==> src/design/ric_pkg.sv <==
// shared types, constants and arithmetic helpers for the ray / infinite cylinder test
// no dependencies; imported by every ric_* module and the top level
package ric_pkg;

	localparam int SQRT_STEPS  = 32;
	localparam int DIV_STEPS   = 32;
	localparam int QUEUE_DEPTH = 4;

	localparam logic signed [31:0] HALF_RAW = 32'sd32768;
	localparam logic signed [31:0] Q_MAX    = 32'sh7fff_ffff;
	localparam logic signed [31:0] Q_MIN    = 32'sh8000_0000;
	localparam logic [47:0]        DISC_MAX = 48'hffff_ffff_ffff;

	// cyclic neighbors for the cross product
	localparam int NXT1 [3] = '{1, 2, 0};
	localparam int NXT2 [3] = '{2, 0, 1};

	typedef enum logic [2:0] {
		REG_CENTER_X = 3'd0,
		REG_CENTER_Y = 3'd1,
		REG_CENTER_Z = 3'd2,
		REG_AXIS_X   = 3'd3,
		REG_AXIS_Y   = 3'd4,
		REG_AXIS_Z   = 3'd5,
		REG_RADIUS   = 3'd6
	} ric_reg_t;

	typedef struct packed {
		logic signed [31:0] center_x;
		logic signed [31:0] center_y;
		logic signed [31:0] center_z;
		logic signed [17:0] axis_x;
		logic signed [17:0] axis_y;
		logic signed [17:0] axis_z;
		logic [30:0]        radius;
	} ric_cfg_t;

	// one classified ray waiting for the root stage
	typedef struct packed {
		logic               ok;
		logic [47:0]        disc;
		logic signed [31:0] a;
		logic signed [31:0] b;
		logic signed [31:0] near;
	} ric_qent_t;

	typedef struct packed {
		logic               ok;
		logic signed [31:0] a;
		logic signed [31:0] b;
		logic signed [31:0] near;
	} ric_sq_side_t;

	// lane 0 is the +sqrt root, lane 1 the -sqrt root
	typedef struct packed {
		logic               ok;
		logic signed [31:0] near;
		logic [1:0]         neg;
		logic [1:0]         ovf;
	} ric_dv_side_t;

	function automatic logic signed [31:0] sat32(input logic signed [63:0] x);
		logic signed [31:0] r;
		if (x > 64'sd2147483647) begin
			r = Q_MAX;
		end else if (x < -64'sd2147483648) begin
			r = Q_MIN;
		end else begin
			r = 32'(x);
		end
		return r;
	endfunction

	// signed, saturated quotient from magnitude, sign and overflow flag
	function automatic logic signed [31:0] root_sat(input logic ovf, input logic neg,
			input logic [31:0] q);
		logic signed [31:0] r;
		if (ovf) begin
			r = neg ? Q_MIN : Q_MAX;
		end else if (neg) begin
			r = (q > 32'h8000_0000) ? Q_MIN : $signed(32'(-q));
		end else begin
			r = q[31] ? Q_MAX : $signed(q);
		end
		return r;
	endfunction

endpackage

==> src/design/ric_queue.sv <==
// small fifo that decouples the front pipeline from the root pipeline
// depends on ric_pkg for the entry type and depth
module ric_queue (
	input  logic               clk,
	input  logic               arst_n,
	input  logic               push,
	input  ric_pkg::ric_qent_t push_data,
	input  logic               pop,
	output logic               full,
	output logic               nonempty,
	output ric_pkg::ric_qent_t head
);
	import ric_pkg::*;

	localparam int PTR_W = $clog2(QUEUE_DEPTH);
	localparam int CNT_W = $clog2(QUEUE_DEPTH + 1);

	ric_qent_t        mem_q [QUEUE_DEPTH];
	logic [PTR_W-1:0] wr_q, rd_q;
	logic [CNT_W-1:0] cnt_q;

	assign full     = (cnt_q == CNT_W'(QUEUE_DEPTH));
	assign nonempty = (cnt_q != '0);
	assign head     = mem_q[rd_q];

	always_ff @(posedge clk or negedge arst_n) begin
		if (!arst_n) begin
			wr_q  <= '0;
			rd_q  <= '0;
			cnt_q <= '0;
		end else begin
			if (push) begin
				wr_q <= wr_q + PTR_W'(1);
			end
			if (pop) begin
				rd_q <= rd_q + PTR_W'(1);
			end
			case ({push, pop})
				2'b10:   cnt_q <= cnt_q + CNT_W'(1);
				2'b01:   cnt_q <= cnt_q - CNT_W'(1);
				default: cnt_q <= cnt_q;
			endcase
		end
	end

	always_ff @(posedge clk) begin
		if (push) begin
			mem_q[wr_q] <= push_data;
		end
	end

	a_no_overflow: assert property (@(posedge clk) disable iff (!arst_n)
		full |-> !push) else $error("word pushed into full queue");
	a_no_underflow: assert property (@(posedge clk) disable iff (!arst_n)
		pop |-> nonempty) else $error("word popped from empty queue");
	a_count_up: assert property (@(posedge clk) disable iff (!arst_n)
		(push && !pop) |=> cnt_q == $past(cnt_q) + CNT_W'(1))
		else $error("queue count lost a push");

endmodule

==> config.mk <==
export PLATFORM = sky130hd
export DESIGN_NAME = ric_queue
export DESIGN_NICKNAME = d
export VERILOG_FILES = /design/src/design/ric_pkg.sv /design/src/design/ric_queue.sv
export SDC_FILE = /design/constraint.sdc
export NUM_CORES = 1
export LEC_CHECK = 0
export BUFFER_PORTS_ARGS = -buffer_cell sky130_fd_sc_hd__buf_4
export CAP_MARGIN = 20
export CORE_MARGIN = 3
export CORE_UTILIZATION = 55
export CTS_CLUSTER_SIZE = 24
export DETAILED_ROUTE_END_ITERATION = 8
export HOLD_SLACK_MARGIN = 0.05
export PLACE_DENSITY = 0.88
export SYNTH_ARGS = -nofsm -noshare
export SYNTH_HDL_FRONTEND = slang
export SYNTH_SLANG_ARGS = --single-unit
==> constraint.sdc <==
create_clock -name clk -period 6.2 [get_ports clk]
set_clock_uncertainty 0.2 [all_clocks]
set_input_delay 0.31 -clock clk [delete_from_list [all_inputs] [get_ports clk]]
set_output_delay 0.31 -clock clk [all_outputs]
set_load 0.05 [all_outputs]
# == Word level (Yosys, flattened, before mapping) ==
# Memory sizes are Yosys's and may differ from the RTL's.
# Cells that the tools add are included.
# classes
n_addsub,4
eq_ne,3
mux,3
reduce_logical,2
# op_table
cell,n
case mux 3 bit (2 select lines),1
adder 2 x 1 -> 2 bit (second input constant),2
adder 3 x 1 -> 3 bit (second input constant),1
== test 3 bit (second input constant),1
nonzero test 3 bit,1
subtractor 3 x 1 -> 3 bit (second input constant),1
== test 2 x 1 -> 1 bit (second input constant),1
== test 2 bit (second input constant),1
2-to-1 mux 1 bit,2
nonzero test 2 bit,1
# totals
regBits,7
mem_bits_rw,580
input_bits,149
out_inout_bits,147
elab_cells,16
memories,1
# memory_table
name,depth,word_bits,read_ports,rd_clocked_by_memory_dff,write_ports,line_no,text
mem_q,4,145,1,0,1,ric_queue.sv:18,ric_qent_t mem_q [QUEUE_DEPTH];

# == Depth between registers and ports, before layout ==
# logic_depth
word_depth,2
mapped_depth,7
depth_no_buf,7

# == Worst setup path after synthesis ==
# No wires, ideal clock.
# synth_path
kind,reg2reg
from,register wr_q[0]
to,memory mem_q[0][0] (netlist name) (enable)
setup_time_ns,0.521
arrival_time_ns,3.939
required_time_ns,5.479
setup_slack_ns,1.540
path_stages_with_launch,4
path_buffers,0
period_less_slack_ns,4.660
path_cell_list,dfrtp_1 -> inv_1 -> ha_1 -> and2_1
# synth_rtl
item,line_no,text
from (decl),ric_queue.sv:19,"logic [PTR_W-1:0] wr_q, rd_q;"
from (signal assigned),ric_queue.sv:33,wr_q <= wr_q + PTR_W'(1);
to (decl),ric_queue.sv:18,
# Straight into the memory's write port.

==> impl_metrics.py <==
metrics = {
    "run_status": {
        "status": "finished clean",
    },
    "finish": {
        "mostFrequentLayoutCell": "edfxtp_1",
        "nets": 1424,
        "fillCellCount": 2120,
        "final_layout_size_suffix_gt1_frac": 0.403,
        "final_cell_mix": "edfxtp_1, buf_4, dlygate4sd3_1",
        "fin_area_um2": 27300,
        "synthToLayoutAreaGrowth_pct": 27.1,
    },
    "detailed_routing": {
        "drtPass1Iterations": 5,
        "vias": 10200,
        "drc_errors": 0,
        "drt-initial-drc-count": 744,
        "drtAntennaViolNets": 0,
        "wirelength_mm": 45.1,
        "wl_per_cell_um": 24.8,
        "avgViaCountPerCell": 5.61,
    },
    "timing": {
        "hold_violations": 0,
        "whs_ns": 0.263,
        "timing.fmax_ghz": 0.290,
        "fin_tns_setup_ns": 0,
        "max_slew_margin": 0.341,
        "rsz0062_at_grt": "no",
        "period_minus_slack_ns": 3.45,
        "tightest_slew_ns": 0.989,
        "setup_viol": 0,
        "slew_viol_final": 0,
        "fin_crit_sh": 0.557,
    },
    "clock_tree": {
        "numClockSinks": 587,
        "cts_buffers": 55,
        "clock_latency_ns": 0.58,
        "cts.clk_slew.worst_paths_ns": 0.07,
        "cts_tree": "built",
        "clock_path_buffers": 3,
        "h-tree-depth": 2,
        "cts.repair.resized": 0,
        "cts_root_buffer": "clkbuf_16",
    },
    "power": {
        "power_density_nw_per_um2": 530,
        "finalPower_mw": 14.4,
        "p_leak_nw": 9.39,
        "ir_drop_mv": 0.408,
    },
    "logic_synthesis": {
        "synth_top_cell_area_share": 0.812,
        "synth_cell_types": 20,
        "syn-num-nets": 949,
        "syn_area_um2": 21400,
        "synth.area.top_cells": "edfxtp_1, mux4_2, buf_12, dfrtp_1, buf_2",
        "synth_area_per_cell_um2": 27.0,
        "syn_inst": 794,
        "yosysWarnings": 0,
        "synth_seq_cells": 587,
        "yosysTopAreaCell": "edfxtp_1",
        "seq_area_frac_synth": 0.820,
    },
    "floorplan": {
        "die_area_um2": 41400,
        "num_rows": 71,
        "fp.dieW_um": 203,
        "die_h_um": 203,
        "core_um2": 38000,
        "num_io_pins": 296,
        "initial_core_util": 0.564,
    },
    "global_route": {
        "antenna_found_initial": 2,
        "grt.total_usage": 0.223,
        "grt_pass1_vias": 11100,
        "grt_pass1_wl_mm": 68.5,
        "grt_max_degree": 94,
        "grt_overflow": 0,
    },
    "place": {
        "placedInstanceArea_um2": 24100,
        "place.gp.congestion": 0.727,
        "port_buffers": 295,
        "dp_hpwl_mm": 23.7,
    },
    "job": {
        "cap_viol_max_count": 0,
    },
    "setup_path": {
        "crit_fanout": 93,
        "critPathArrivalTime_ns": 2.94,
        "endpoint_kind": "output port",
        "cp-startpoint": "rd_q[0]",
        "r2r-start": "wr_q[0]",
        "cp-start-kind": "flop",
        "worst_ep_required_time_ns": 5.69,
        "worstSetupPathType": "reg -> out",
    },
    "hold_path": {
        "hold_path_class": "in -> reg",
        "hold_start": "push_data[141]",
    },
}
[routing by layer]
metal / wire [um] / global-route usage
met2: 24700 / 0.391
met3: 2870 / 0.0409
met1: 16400 / 0.285
met5: 13 / 0
met4: 1140 / 0.0742
[where the power goes]
| group | internal (mW) | total, mW | leakage, nW | switching, mW |
|---|---|---|---|---|
| Combinational | 1.97 | 5.77 | 3.15 | 3.80 |
| Sequential | 5.20 | 5.51 | 5.41 | 0.311 |
| Clock | 1.80 | 3.17 | 0.831 | 1.37 |
[metrics by stage]
stage	utilization	cells	setup slack [ns]
final	0.717	1821	2.75
after global routing	0.717	1821	2.52
after CTS	0.717	1820	2.69
after detailed placement	0.633	1574	3.34
after global placement	0.633	1574	3.34
after floorplan	-	794	1.54
[critical path, cell delays in order (launching register included)]
cell     delay [ns]
dfrtp_4        0.77
buf_12         0.59
mux4_2         0.64
buf_4          0.22
[final cells by class]
type | instances | area (um^2) | area share
repair buffers | 451 | 3830 | 0.141
flip-flops and latches | 587 | 17600 | 0.646
clock buffers | 69 | 1470 | 0.0540
multi-input cells | 168 | 3470 | 0.127
diodes | 1 | 2.50 | 0.0000918
well taps | 511 | 639 | 0.0235
inverters | 6 | 22.5 | 0.000826
clock inverters | 28 | 213 | 0.00780
[cell usage after synthesis]
library cell,count
mux2i_1,1
buf_2,15
fa_1,1
xnor2_1,2
and2_1,4
nor2_1,1
edfxtp_1,580
inv_1,6
clkbuf_1,1
buf_4,1
mux4_2,145
dfrtp_1,7
buf_6,5
or3_1,1
ha_1,5
nand2_1,2
o21ai_0,1
buf_12,11
and3_1,1
xor2_1,4
[sequential cells by signal, indices dropped and copies added (netlist names)]
register  flops
wr_q          2
cnt_q         3
rd_q          2
mem_q       580
[logic make-up after synthesis]
logic type	Yosys count	share of synthesized area
AND/OR/NAND/NOR	9	0.00228
multiplexers	146	0.153
AO/OA/AOI/OAI	1	0.000233
flip-flops	587	0.820
adder cells (fa/ha/maj)	6	0.00385
XOR/XNOR	6	0.00245
buffers and inverters	39	0.0180
[repair_timing]
item | CTS | global route
setup endpoints to repair | 0 | 0
setup buffers | 0 | 0
hold buffers | 149 | 0
endpoints found under the hold margin | 593 | 0
[path summary, 6_finish.rpt]
check / endpoint / slack (ns) / cells after the start
setup reg to reg: mem_q[0][72] / 3.55 / 4
hold reg to reg: cnt_q[2] / 0.33 / 1
hold / removal: mem_q[3][141] / 0.26 / 2
min in group asynchronous: cnt_q[2] / 0.48 / 3
setup / recovery: head[66] / 2.75 / 3
max in group asynchronous: rd_q[1] / 5.03 / 3
(Power assumes the default switching activity.)
